File: config.mk
export PLATFORM = sky130hd
export DESIGN_NAME = charge_current_duty_regulator
export DESIGN_NICKNAME = d
export VERILOG_FILES = /design/src/ccdr_pkg.sv /design/src/ccdr_regulate.sv /design/src/charge_current_duty_regulator.sv
export VERILOG_INCLUDE_DIRS = /design/src /design/src/src
export SDC_FILE = /design/constraint.sdc
export NUM_CORES = 1
export LEC_CHECK = 0
export ABC_AREA = 1
export BUFFER_PORTS_ARGS = -buffer_cell sky130_fd_sc_hd__clkbuf_2
export CAP_MARGIN = 5
export CORE_ASPECT_RATIO = 0.5
export CORE_MARGIN = 8
export CORE_UTILIZATION = 56
export CTS_CLUSTER_DIAMETER = 40
export DETAILED_ROUTE_END_ITERATION = 10
export PLACE_DENSITY = 0.72
export SYNTH_ARGS = -nofsm -noshare
export SYNTH_HDL_FRONTEND = slang
export SYNTH_SLANG_ARGS = --single-unit
File: constraint.sdc
create_clock -name clock -period 4.85 [get_ports clock]
set_input_delay 0.485 -clock clock [delete_from_list [all_inputs] [get_ports clock]]
set_output_delay 0.485 -clock clock [all_outputs]
set_load 0.02 [all_outputs]
File: src/assert_macros.svh
// assertion macros shared by the rtl
`ifndef ASSERT_MACROS_SVH
`define ASSERT_MACROS_SVH

`ifndef ASSERT_OFF

// property checked while reset is low
`define ASSERT_CLK(label, clk, rst, prop) \
   label: assert property (@(posedge clk) disable iff (rst) prop) \
      else $error("assertion failed");

// property checked on every edge, reset included
`define ASSERT_ALWAYS(label, clk, prop) \
   label: assert property (@(posedge clk) prop) \
      else $error("assertion failed");

`else

`define ASSERT_CLK(label, clk, rst, prop)
`define ASSERT_ALWAYS(label, clk, prop)

`endif

`endif

File: src/ccdr_pkg.sv
package ccdr_pkg;

   localparam int SAMPLE_W   = 12;
   localparam int DUTY_W     = 8;
   localparam int COUNT_W    = 8;
   localparam int LEVEL_W    = 7;
   localparam int CSR_ADDR_W = 3;
   localparam int CSR_DATA_W = 12;
   localparam int REQ_DATA_W = 24;
   localparam int RSP_DATA_W = 24;

   // register indexes
   localparam logic [CSR_ADDR_W-1:0] CSR_CURRENT_LIMIT = 3'd0;
   localparam logic [CSR_ADDR_W-1:0] CSR_DUTY_CEILING  = 3'd1;
   localparam logic [CSR_ADDR_W-1:0] CSR_DUTY_FLOOR    = 3'd2;
   localparam logic [CSR_ADDR_W-1:0] CSR_WAIT_INITIAL  = 3'd3;
   localparam logic [CSR_ADDR_W-1:0] CSR_WAIT_SETTLED  = 3'd4;
   localparam logic [CSR_ADDR_W-1:0] CSR_FULL_CONFIRM  = 3'd5;

   // register reset values
   localparam logic [SAMPLE_W-1:0] RST_CURRENT_LIMIT = 12'd33;
   localparam logic [DUTY_W-1:0]   RST_DUTY_CEILING  = 8'd60;
   localparam logic [DUTY_W-1:0]   RST_DUTY_FLOOR    = 8'd2;
   localparam logic [COUNT_W-1:0]  RST_WAIT_INITIAL  = 8'd20;
   localparam logic [COUNT_W-1:0]  RST_WAIT_SETTLED  = 8'd250;
   localparam logic [COUNT_W-1:0]  RST_FULL_CONFIRM  = 8'd200;

   localparam logic [LEVEL_W-1:0] LEVEL_NEAR_FULL = 7'd99;
   localparam logic [LEVEL_W-1:0] LEVEL_FULL      = 7'd100;
   localparam logic [COUNT_W-1:0] COUNT_MAX       = '1;

   typedef struct packed {
      logic [SAMPLE_W-1:0] current_limit;
      logic [DUTY_W-1:0]   duty_ceiling;
      logic [DUTY_W-1:0]   duty_floor;
      logic [COUNT_W-1:0]  wait_initial;
      logic [COUNT_W-1:0]  wait_settled;
      logic [COUNT_W-1:0]  full_confirm_ticks;
   } ccdr_cfg_type;

   typedef struct packed {
      logic [DUTY_W-1:0]   target_duty;
      logic [DUTY_W-1:0]   ramp_duty;
      logic [COUNT_W-1:0]  high_count;
      logic [COUNT_W-1:0]  low_count;
      logic [SAMPLE_W-1:0] low_threshold;
      logic [COUNT_W-1:0]  wait_limit;
   } ccdr_loop_type;

endpackage

File: src/ccdr_regulate.sv
module ccdr_regulate (
   input  ccdr_pkg::ccdr_cfg_type          cfg,
   input  ccdr_pkg::ccdr_loop_type         cur,
   input  logic [ccdr_pkg::SAMPLE_W-1:0]   sample,
   output ccdr_pkg::ccdr_loop_type         nxt
);
   import ccdr_pkg::*;

   logic [COUNT_W-1:0] high_inc;
   logic [COUNT_W-1:0] low_inc;

   assign high_inc = cur.high_count + COUNT_W'(1);
   assign low_inc  = cur.low_count + COUNT_W'(1);

   always_comb begin
      nxt = cur;
      priority if (sample > cfg.current_limit) begin
         nxt.low_count = '0;
         if (high_inc > cur.wait_limit) begin
            if (cur.target_duty > cfg.duty_floor) begin
               nxt.target_duty = cur.target_duty - DUTY_W'(1);
            end
            nxt.high_count    = '0;
            nxt.low_threshold = (cfg.current_limit != '0) ?
                                cfg.current_limit - SAMPLE_W'(1) : '0;
            nxt.wait_limit    = cfg.wait_settled;
         end else begin
            nxt.high_count = high_inc;
         end
      end else if (sample < cur.low_threshold) begin
         nxt.high_count = '0;
         if (low_inc > cur.wait_limit) begin
            if (cur.target_duty < cfg.duty_ceiling) begin
               nxt.target_duty = cur.target_duty + DUTY_W'(1);
            end
            nxt.low_count = '0;
         end else begin
            nxt.low_count = low_inc;
         end
      end else begin
         nxt.high_count = '0;
         nxt.low_count  = '0;
      end
      // ramp follows the updated target
      if (cur.ramp_duty < nxt.target_duty) begin
         nxt.ramp_duty = cur.ramp_duty + DUTY_W'(1);
      end else begin
         nxt.ramp_duty = nxt.target_duty;
      end
   end

endmodule

File: src/charge_current_duty_regulator.sv
// a result is valid in the cycle after its transaction is accepted
// throughput: one transaction per cycle while rsp_tready is high, with a one-deep result register
// req_tready stays high while the result register is empty or being drained
// reset (synchronous, active high) loads the register defaults, clears the
// regulator state and empties the result register
`include "assert_macros.svh"

module charge_current_duty_regulator (
   input  logic                              clock,
   input  logic                              reset,
   input  logic                              csr_we,
   input  logic [ccdr_pkg::CSR_ADDR_W-1:0]   csr_addr,
   input  logic [ccdr_pkg::CSR_DATA_W-1:0]   csr_wdata,
   input  logic                              req_tvalid,
   output logic                              req_tready,
   // charger_connected, current_sample[12], battery_level[7],
   // shown_level_full, regulate_window, zero pad[2]
   input  logic [ccdr_pkg::REQ_DATA_W-1:0]   req_tdata,
   output logic                              rsp_tvalid,
   input  logic                              rsp_tready,
   // pwm_on, pwm_duty[8], ramped_duty[8], battery_full, zero pad[6]
   output logic [ccdr_pkg::RSP_DATA_W-1:0]   rsp_tdata
);
   import ccdr_pkg::*;

   ccdr_cfg_type       cfg_ff;
   ccdr_loop_type      loop_ff;
   ccdr_loop_type      loop_in;
   ccdr_loop_type      loop_reg;
   logic [COUNT_W-1:0] full_count_ff;
   logic [COUNT_W-1:0] full_count_in;
   logic [COUNT_W-1:0] full_count_sat;
   logic               full_flag_ff;
   logic               full_flag_in;
   logic               pwm_running_ff;
   logic               pwm_running_in;
   logic [DUTY_W-1:0]  duty_out;
   logic               rsp_valid_ff;
   logic [RSP_DATA_W-1:0] rsp_data_ff;
   logic [RSP_DATA_W-1:0] rsp_data_in;
   logic               req_accept;

   logic               charger;
   logic [SAMPLE_W-1:0] sample;
   logic [LEVEL_W-1:0] level;
   logic               shown_full;
   logic               window;

   assign charger    = req_tdata[0];
   assign sample     = req_tdata[SAMPLE_W:1];
   assign level      = req_tdata[SAMPLE_W+LEVEL_W:SAMPLE_W+1];
   assign shown_full = req_tdata[SAMPLE_W+LEVEL_W+1];
   assign window     = req_tdata[SAMPLE_W+LEVEL_W+2];

   assign req_tready = !rsp_valid_ff || rsp_tready;
   assign req_accept = req_tvalid && req_tready;
   assign rsp_tvalid = rsp_valid_ff;
   assign rsp_tdata  = rsp_data_ff;

   ccdr_regulate u_regulate (
      .cfg    (cfg_ff),
      .cur    (loop_ff),
      .sample (sample),
      .nxt    (loop_reg)
   );

   assign full_count_sat = (full_count_ff != COUNT_MAX) ?
                           full_count_ff + COUNT_W'(1) : full_count_ff;

   always_comb begin
      loop_in        = loop_ff;
      full_count_in  = full_count_ff;
      full_flag_in   = full_flag_ff;
      pwm_running_in = pwm_running_ff;
      duty_out       = '0;
      if (charger) begin
         if (level >= LEVEL_NEAR_FULL || full_flag_ff) begin
            if (shown_full && level >= LEVEL_FULL) begin
               full_count_in = full_count_sat;
               if (full_count_sat > cfg_ff.full_confirm_ticks) begin
                  pwm_running_in = 1'b0;
                  full_flag_in   = 1'b1;
               end
            end
         end else begin
            full_count_in  = '0;
            duty_out       = loop_ff.target_duty;
            pwm_running_in = 1'b1;
            if (window) begin
               loop_in = loop_reg;
            end
         end
      end else begin
         // charger removed: back to idle, ramp and step counters kept
         loop_in.wait_limit    = cfg_ff.wait_initial;
         loop_in.low_threshold = cfg_ff.current_limit;
         loop_in.target_duty   = '0;
         full_flag_in          = 1'b0;
         full_count_in         = '0;
         pwm_running_in        = 1'b0;
      end
      rsp_data_in = {(RSP_DATA_W - 2 - 2*DUTY_W)'(0), full_flag_in,
                     loop_in.ramp_duty, duty_out, pwm_running_in};
   end

   always_ff @(posedge clock) begin
      if (reset) begin
         cfg_ff.current_limit      <= RST_CURRENT_LIMIT;
         cfg_ff.duty_ceiling       <= RST_DUTY_CEILING;
         cfg_ff.duty_floor         <= RST_DUTY_FLOOR;
         cfg_ff.wait_initial       <= RST_WAIT_INITIAL;
         cfg_ff.wait_settled       <= RST_WAIT_SETTLED;
         cfg_ff.full_confirm_ticks <= RST_FULL_CONFIRM;
         loop_ff.target_duty       <= '0;
         loop_ff.ramp_duty         <= '0;
         loop_ff.high_count        <= '0;
         loop_ff.low_count         <= '0;
         loop_ff.low_threshold     <= RST_CURRENT_LIMIT;
         loop_ff.wait_limit        <= RST_WAIT_INITIAL;
         full_count_ff             <= '0;
         full_flag_ff              <= 1'b0;
         pwm_running_ff            <= 1'b0;
         rsp_valid_ff              <= 1'b0;
      end else begin
         if (csr_we) begin
            unique case (csr_addr)
               CSR_CURRENT_LIMIT: cfg_ff.current_limit <= csr_wdata[SAMPLE_W-1:0];
               CSR_DUTY_CEILING:  cfg_ff.duty_ceiling  <= csr_wdata[DUTY_W-1:0];
               CSR_DUTY_FLOOR:    cfg_ff.duty_floor    <= csr_wdata[DUTY_W-1:0];
               CSR_WAIT_INITIAL:  cfg_ff.wait_initial  <= csr_wdata[COUNT_W-1:0];
               CSR_WAIT_SETTLED:  cfg_ff.wait_settled  <= csr_wdata[COUNT_W-1:0];
               CSR_FULL_CONFIRM:  cfg_ff.full_confirm_ticks <= csr_wdata[COUNT_W-1:0];
               default: begin
               end
            endcase
         end
         if (req_accept) begin
            loop_ff        <= loop_in;
            full_count_ff  <= full_count_in;
            full_flag_ff   <= full_flag_in;
            pwm_running_ff <= pwm_running_in;
         end
         rsp_valid_ff <= req_accept || (rsp_valid_ff && !rsp_tready);
      end
   end

   always_ff @(posedge clock) begin
      if (req_accept) begin
         rsp_data_ff <= rsp_data_in;
      end
   end

   `ASSERT_CLK(full_stops_pwm, clock, reset, full_flag_ff |-> !pwm_running_ff)
   `ASSERT_CLK(idle_clears_state, clock, reset, (req_accept && !charger) |=> (loop_ff.target_duty == '0 && !pwm_running_ff && !full_flag_ff))
   `ASSERT_CLK(duty_needs_pwm, clock, reset, (rsp_valid_ff && rsp_data_ff[DUTY_W:1] != '0) |-> rsp_data_ff[0])
   `ASSERT_ALWAYS(reset_empties_rsp, clock, reset |=> !rsp_valid_ff)

endmodule

==> qor.csv, run 1 <==
metric,value,unit
outcome,completed,
critPathMaxStageDelay,410,ps
clk_latency,410,ps
drive_gt1_frac,0.115,
nFillCells,1167,
start_util,0.575,
gp_congestion,0.888,
grt_pass1_wl,31.9,mm
synth.cell_area,0.00781,mm²
start_kind,flop,
clkPwrFrac,0.454,
path_buf_inv,3,
tightestPinTransition,710,ps
gr-total-overflow,0,
grt_start_max_net_pins,66,
drtIter0Drc,404,
vias,6884,
antenna_left,0,
period_share,0.910,
antenna_found_initial,0,
cap_viol_max_count,0,
powerDensity,321,mW/mm²
avgRoutedWirePerCell,14.4,µm
synth.area.top_cells,"dfxtp_1 (29%), ha_1 (12%), nand2_1 (10%)",
path_class,flop to flop,
chipHeight,99.5,µm
row_count,30,
cpMaxStageDelayCell,dfxtp_1,
dieWidth,183,µm
cts_buffers,17,
num_antenna_cells,0,
setup_ws,435,ps
fin_skew,7.44,ps
grt_pass1_vias,6695,
post_cts_buffers,0,
cts.sinks,133,
ys_ff_latch,133,
combPwrFrac,0.132,
drt-total-wl,18.8,mm
seq_power_share,0.414,
ir_worst_vdd,174,µV
slew-limit-headroom,0.522,
final-setup-viol-count,0,
synth_warnings,0,
power,2.85,mW
htreeDepth,4,
clk_pin_slew_worst_paths,60,ps
syn-instance-count,1042,
core_area,0.0136,mm²
final_common_cell,nand2_1,
ys_types,42,
worstPathMaxFanout,11,
path_delay_family,simple AND/OR/NAND/NOR gates,
leakagePower,4.16,nW
critPathCaptureType,flop,
crit_required,5010,ps
io_buffer_count,61,
hpwlAfterDp,13.4,mm
post-route-drc-count,0,
final_cell_mix,"nand2_1 (210), inv_1 (148), dfxtp_1 (115)",
final_util,0.653,
cpMostUsedCell,nand2_1,
dp_slack,187,ps
dieArea,0.0182,mm²
first_pass_iters,4,
slew_viol_final,0,
syn_area_per_cell,7.49,µm²
switchingPower,0.747,mW
nets,1221,
hold_viol,0,
async_reset_ff_frac,0,
root_buffer,clkbuf_16,
area_growth_syn_to_layout,13.7,%
num_io_pins,70,
min_period,4410,ps
cts_tree,done,
yosysSeqAreaShare,0.364,
cts-hold-fix-buffers,0,
cts.path.max_buffers,2,
hold_path.class,input pin to flop,
critPathArrivalTime,4570,ps
fin_tns_setup,0,ps
synth_top_area_frac,0.295,
synth-edff-count,18,
swShare,0.262,
vias_per_cell,5.28,
p_int,2.11,mW
ys.flop_type,dfxtp_1,
clock.fmax,227,MHz
rsz0062_at_grt,no,
grt_usage,0.213,
synth_area_leader_cell,dfxtp_1,
-- synthesized netlist by cell type (all sizes together), types with 12 or more instances --
master  number
a211oi      12
a21oi       93
clkbuf      25
dfxtp      115
edfxtp      18
ha          77
inv        154
nand2      220
nand3       47
nor2        86
o211ai      16
o21ai       74
xor2        31
-- worst register-to-register path: cells and delay by family, from the launching register on --
family | cells | cell delay [ps]
simple gates | 15 | 1730
compound gates | 4 | 630
fa+ha+maj | 2 | 610
xor+xnor | 2 | 430
flops | 1 | 410
buf+inv | 3 | 340
-- routing by layer --
| layer | GRT usage | vias up | wire length, µm |
|---|---|---|---|
| li1 | - | 3557 | - |
| met1 | 0.279 | 3139 | 9090 |
| met2 | 0.357 | 167 | 8520 |
| met3 | 0.0393 | 21 | 961 |
| met4 | 0.0534 | 0 | 190 |
| met5 | 0 | - | 0 |
-- what timing repair did --
action,in CTS,in global routing
gates resized for setup,0,3
setup endpoints to repair,0,16
hold endpoints to repair,0,0
-- cell families after synthesis --
group	Yosys count	share of synthesized area
AOI/OAI and AO/OA	228	0.168
adders and majority gates	77	0.123
other	1	0.000480
xor gates and xnor gates	36	0.0404
DFF	133	0.364
buffers and inverters	188	0.0947
and+or+nand+nor	379	0.209
-- power groups by stage --
stage	clock [mW]	sequential, mW	combinational (mW)
global placement	0	1.20	0.357
floorplan	0	1.22	0.256
finish	1.29	1.18	0.377
global route	1.36	1.19	0.425
detailed placement	0	1.21	0.369
CTS	1.31	1.18	0.372
-- cell type report --
cell class                      count  area (µm²)  area share
Sequential cell                   133        2840       0.320
Tap cell                          192         240      0.0271
Clock inverter                      8        96.3      0.0109
Inverter                          154         581      0.0654
Clock buffer                       24         502      0.0565
Timing Repair Buffer               68         358      0.0403
Multi-Input combinational cell    726        4260       0.480
-- worst paths after layout --
| path | from | to | slack [ps] | cells after the start |
|---|---|---|---|---|
| worst min-delay path | req_tvalid | rsp_tvalid$_SDFF_PP0_ | 310 | 3 |
| worst max-delay path | loop_ff[28]$_SDFFE_PP0P_ | rsp_tdata[13]$_DFFE_PP_ | 440 | 26 |
| worst min register to register | cfg_ff[30]$_SDFFE_PP0P_ | cfg_ff[30]$_SDFFE_PP0P_ | 460 | 2 |
| worst max register to register | loop_ff[28]$_SDFFE_PP0P_ | rsp_tdata[13]$_DFFE_PP_ | 440 | 26 |
-- flip-flops by register name, indices dropped and copies added (netlist names) --
signal          flops
rsp_tdata          18
rsp_tvalid          1
pwm_running_ff      1
cfg_ff             52
full_flag_ff        1
loop_ff            52
full_count_ff       8
-- per-stage QoR --
stage	area (µm²)	hold WS [ps]	std cells
2_1_floorplan	7830	429	1047
3_3_place_gp	8270	438	1273
6_report	8880	314	1305
4_1_cts	8860	304	1305
5_1_grt	8880	347	1305
3_5_place_dp	8270	445	1273
(Power assumes the default switching activity.)
==> run 2: changes to the inputs <==
--- a/config.mk
+++ b/config.mk
@@ -9,7 +9,7 @@
 export ABC_AREA = 1
 export BUFFER_PORTS_ARGS = -buffer_cell sky130_fd_sc_hd__clkbuf_2
 export CAP_MARGIN = 5
-export CORE_ASPECT_RATIO = 0.5
+export CORE_ASPECT_RATIO = 1.4
 export CORE_MARGIN = 8
 export CORE_UTILIZATION = 56
 export CTS_CLUSTER_DIAMETER = 40
==> run 2 against run 1 <==
  * Total power up 1.3%
  * Register-to-register slack better by 50 ps
  * Clock skew up 5.2 ps
  * Critical path type unchanged
  * Largest power group unchanged
==> qor.csv, run 2 (synthesis results as in run 1) <==
metric,value,unit,change
outcome,completed,,unchanged
path_class,flop to flop,,unchanged
dieArea,0.0180,mm²,was 0.0182 mm²
hold_viol,0,,unchanged
drt-total-wl,18.8,mm,about the same
root_buffer,clkbuf_16,,unchanged
fin_tns_setup,0,ps,unchanged
min_period,4360,ps,was 4410 ps
row_count,51,,was 30
hpwlAfterDp,13.9,mm,was 13.4 mm
slew-limit-headroom,0.563,,was 0.522
period_share,0.899,,was 0.910
ir_worst_vdd,251,µV,was 174 µV
vias,6915,,was 6884
final_cell_mix,"nand2_1 (210), inv_1 (148), dfxtp_1 (115)",,unchanged
htreeDepth,4,,unchanged
drtIter0Drc,371,,was 404
whs,293,ps,was 314 ps
hold_path.class,input pin to flop,,unchanged
post-route-drc-count,0,,unchanged
grt_usage,0.215,,was 0.213
nFillCells,1271,,was 1167
grt_start_max_net_pins,52,,was 66
num_antenna_cells,0,,unchanged
gr-total-overflow,0,,unchanged
drive_gt1_frac,0.116,,was 0.115
io_buffer_count,61,,unchanged
clk_pin_slew_worst_paths,60,ps,about the same
core_area,0.0138,mm²,was 0.0136 mm²
final-setup-viol-count,0,,unchanged
grt_pass1_vias,6561,,was 6695
antenna_left,0,,unchanged
cts_buffers,17,,unchanged
num_io_pins,70,,unchanged
powerDensity,324,mW/mm²,was 321 mW/mm²
final_common_cell,nand2_1,,unchanged
slew_viol_final,0,,unchanged
cts.path.max_buffers,2,,unchanged
setup_ws,488,ps,was 435 ps
critPathArrivalTime,4530,ps,was 4570 ps
critPathCaptureType,flop,,unchanged
start_kind,flop,,unchanged
leakagePower,4.18,nW,was 4.16 nW
clk_latency,420,ps,was 410 ps
gp_congestion,0.881,,was 0.888
fin_skew,12.6,ps,was 7.44 ps
dp_slack,348,ps,was 187 ps
power,2.89,mW,was 2.85 mW
avgRoutedWirePerCell,14.5,µm,was 14.4 µm
chipHeight,156,µm,was 99.5 µm
cts_tree,done,,unchanged
antenna_found_initial,0,,unchanged
first_pass_iters,7,,was 4
rsz0062_at_grt,no,,unchanged
clock.fmax,229,MHz,was 227 MHz
nets,1225,,was 1221
crit_required,5010,ps,about the same
vias_per_cell,5.32,,was 5.28
cap_viol_max_count,0,,unchanged
area_growth_syn_to_layout,14.1,%,was 13.7%
worstPathMaxFanout,11,,unchanged
start_util,0.567,,was 0.575
grt_pass1_wl,31.0,mm,was 31.9 mm
cts.sinks,133,,unchanged
dieWidth,116,µm,was 183 µm
tightestPinTransition,654,ps,was 710 ps
==> run 2: changes by cell type in the layout (fill, tap and decap cells not counted) <==
cell | before | now
clkbuf_16 | 17 | 19
clkbuf_8 | 5 | 3
clkinv_2 | 4 | 3
buf_4 | 7 | 11
a21oi_2 | 1 | 0
a21oi_1 | 92 | 93
==> run 2: area by class of cell <==
cell class / instances / area, µm² / share of cell area
clock buffers: 24 / 524 / 0.0588
clock inverters: 7 / 91.3 / 0.0102
inverters: 154 / 581 / 0.0651
multi-input cells: 726 / 4260 / 0.477
flip-flops and latches: 133 / 2840 / 0.319
well taps: 185 / 231 / 0.0260
repair buffers: 72 / 388 / 0.0435
==> run 2: critical path, cell delays in order (launching register included) <==
cell and delay (ps):
dfxtp_1 420, nand3_1 130, nand3b_1 230, nand3b_1 200, xor2_1 140, inv_1 70
ha_1 290, nand2_1 70, nor2_1 130, nand2_1 70, a21oi_1 270, nand3_2 170
o21ai_0 280, xor2_1 270, inv_1 70, ha_1 290, a21oi_1 140, nor2_1 70
a211oi_2 190, buf_4 160, nand2_4 100, inv_1 140, nand2_1 60, nand2_1 80
o21ai_1 60
==> run 2: where the power goes <==
| part | internal [mW] | total (mW) | switching (mW) |
|---|---|---|---|
| logic | 0.122 | 0.374 | 0.252 |
| registers | 1.16 | 1.18 | 0.0209 |
| clock network | 0.855 | 1.33 | 0.480 |
==> run 2: path summary, 6_finish.rpt <==
path	start	end	slack (ps)	cells after the start
max reg2reg	loop_ff[20]$_SDFFE_PP0P_	rsp_tdata[13]$_DFFE_PP_	490	24
min	req_tvalid	rsp_tvalid$_SDFF_PP0_	290	3
max	loop_ff[20]$_SDFFE_PP0P_	rsp_tdata[13]$_DFFE_PP_	490	24
min reg2reg	cfg_ff[33]$_SDFFE_PP0P_	cfg_ff[33]$_SDFFE_PP0P_	460	2
==> run 2: through the flow <==
step,util,cells,cell area [µm²]
after floorplan,-,1047,7830
after global placement,0.601,1269,8280
after detailed placement,0.601,1269,8280
after CTS,0.645,1300,8900
after global routing,0.647,1301,8910
final,0.647,1301,8910
==> run 2: repair_timing <==
action                     CTS  global route
setup endpoints to repair    0            12
setup buffers                0             1
hold buffers                 0             0
resized for setup            0             2
==> run 2: routing by layer <==
metal  global-route usage  share of wire  vias to the layer above
met3               0.0442          0.035                       28
met1                0.248           0.43                     3182
met4               0.0763          0.021                        0
met5                    0              0                        -
li1                     -              -                     3563
met2                0.382           0.51                      142
==> run 3: changes to the inputs <==
--- a/config.mk
+++ b/config.mk
@@ -11,10 +11,11 @@
 export CAP_MARGIN = 5
 export CORE_ASPECT_RATIO = 1.4
 export CORE_MARGIN = 8
-export CORE_UTILIZATION = 56
+export CORE_UTILIZATION = 30
+export CTS_BUF_LIST = sky130_fd_sc_hd__clkbuf_8
 export CTS_CLUSTER_DIAMETER = 40
 export DETAILED_ROUTE_END_ITERATION = 10
-export PLACE_DENSITY = 0.72
+export PLACE_DENSITY = 0.42
 export SYNTH_ARGS = -nofsm -noshare
 export SYNTH_HDL_FRONTEND = slang
 export SYNTH_SLANG_ARGS = --single-unit
==> run 3 against run 2 <==
  * Combinational power increased by 3%
  * Total power decreased by 13%
  * Critical path type unchanged
  * Critical endpoint unchanged
  * Highest routed layer unchanged
  * Clock skew increased by 2.5 ps
  * Flip-flop and latch count unchanged
  * Critical path depth increased by 4
==> qor.csv, run 3 (synthesis results as in run 1) <==
metric,value,unit,change
post-route-drc-count,0,,unchanged
slew_viol_final,0,,unchanged
cts.sinks,133,,unchanged
grt_use_met2,0.274,,was 0.382
grt_pass1_vias,6566,,was 6561
core_area,0.0258,mm²,was 0.0138 mm²
final-setup-viol-count,0,,unchanged
cpMaxStageDelayCell,dfxtp_1,,unchanged
worstPathMaxFanout,10,,was 11
whs,269,ps,was 293 ps
final_util,0.344,,was 0.647
busiest_layer,met2,,unchanged
num_io_pins,70,,unchanged
critPathArrivalTime,4560,ps,was 4530 ps
drtIter0Drc,377,,was 371
crit_required,5060,ps,was 5010 ps
vias_per_cell,4.65,,was 5.32
outcome,completed,,unchanged
first_pass_iters,6,,was 7
place_inst,1412,,was 1269
rr_worst_depth,28,,was 24
use_met3,0.0292,,was 0.0442
area_growth_syn_to_layout,13.7,%,was 14.1%
rsz0062_at_grt,no,,unchanged
clk_latency,460,ps,was 420 ps
setup_ws,496,ps,was 488 ps
ir_worst_vdd,159,µV,was 251 µV
htreeDepth,4,,unchanged
dieWidth,152,µm,was 116 µm
avgRoutedWirePerCell,15.3,µm,was 14.5 µm
final_cell_mix,"nand2_1 (210), inv_1 (149), dfxtp_1 (115)",,"was nand2_1 (210), inv_1 (148), dfxtp_1 (115)"
nets,1228,,was 1225
root_buffer,clkbuf_8,,was clkbuf_16
use_met1,0.156,,was 0.248
nFillCells,2763,,was 1271
fin_tns_setup,0,ps,unchanged
grt_usage,0.144,,was 0.215
slew-limit-headroom,0.312,,was 0.563
io_buffer_count,61,,unchanged
hpwlAfterDp,16.6,mm,was 13.9 mm
gp_congestion,0.793,,was 0.881
antenna_left,0,,unchanged
min_period,4350,ps,was 4360 ps
dp_slack,270,ps,was 348 ps
antenna_found_initial,0,,unchanged
critPathMaxStageDelay,400,ps,was 420 ps
hold_path.class,input pin to flop,,unchanged
vias,6709,,was 6915
cts_buffers,17,,unchanged
grt_pass1_wl,35.0,mm,was 31.0 mm
grt_start_max_net_pins,66,,was 52
dieArea,0.0315,mm²,was 0.0180 mm²
cts.path.max_buffers,2,,unchanged
cts_tree,done,,unchanged
leakagePower,4.09,nW,was 4.18 nW
whs_path_depth,3,,unchanged
chipHeight,207,µm,was 156 µm
drive_gt1_frac,0.121,,was 0.116
cpMostUsedCell,nand2_1,,unchanged
gr-total-overflow,0,,unchanged
powerDensity,283,mW/mm²,was 324 mW/mm²
final_common_cell,nand2_1,,unchanged
tightestPinTransition,1020,ps,was 654 ps
critPathCaptureType,flop,,unchanged
hold_viol,0,,unchanged
instances_no_fill,1443,,was 1301
cap_viol_max_count,0,,unchanged
row_count,70,,was 51
start_kind,flop,,unchanged
path_class,flop to flop,,unchanged
start_util,0.302,,was 0.567
fin_skew,15.2,ps,was 12.6 ps
period_share,0.898,,was 0.899
num_antenna_cells,0,,unchanged
drt-total-wl,22.1,mm,was 18.8 mm
clk_pin_slew_worst_paths,80,ps,was 60 ps
clock.fmax,230,MHz,was 229 MHz
-- run 3: cell count changes in the layout (fill, tap and decap cells not counted), sizes merged --
cell,delta
clkbuf,-4
clkinv,+2
buf,+3
clkinvlp,+1
inv,+1
-- run 3: final cells by class --
type                       instances  area (µm²)  area share
multi-input combinational        726        4260       0.479
clock inverter                    11         109      0.0123
sequential                       133        2840       0.320
clock buffer                      20         275      0.0310
inverter                         154         581      0.0654
tap                              324         405      0.0457
timing repair buffer              75         410      0.0462
-- run 3: worst max-delay path: cells and delay by family, from the launching register on --
family	cells	cell delay, ps
flip-flops	1	400
AND/OR/NAND/NOR	17	1890
adder cells (fa/ha/maj)	2	580
XOR/XNOR	2	370
AO/OA/AOI/OAI	3	330
buffers and inverters	4	520
-- run 3: metal layers --
metal / wire length, µm / part of all wire
met1: 9470 / 0.43
met2: 11700 / 0.53
met3: 644 / 0.029
met4: 308 / 0.014
met5: 0 / 0
-- run 3: worst paths after layout --
kind	startpoint	to	slack [ps]
worst max-delay path	loop_ff[28]$_SDFFE_PP0P_	rsp_tdata[13]$_DFFE_PP_	500
worst min-delay path	req_tvalid	rsp_tvalid$_SDFF_PP0_	270
worst max register to register	loop_ff[28]$_SDFFE_PP0P_	rsp_tdata[13]$_DFFE_PP_	500
worst min register to register	loop_ff[16]$_SDFFE_PP0P_	loop_ff[16]$_SDFFE_PP0P_	460
-- run 3: power by group --
group | total [mW] | switching [mW] | leakage [nW] | internal [mW]
registers | 1.18 | 0.0206 | 1.12 | 1.16
logic | 0.386 | 0.260 | 2.78 | 0.126
clock network | 0.943 | 0.456 | 0.201 | 0.487
-- run 3: what timing repair did --
item	4_1_cts	5_1_grt
setup buffers	0	0
hold buffers	0	0
resized for setup	0	2
setup endpoints to repair	0	9
-- run 3: through the flow --
step	cell area, µm²	total power, mW
after floorplan	7830	1.47
after global placement	8480	1.60
after detailed placement	8480	1.60
after CTS	8870	2.56
after global routing	8880	2.65
final	8880	2.51
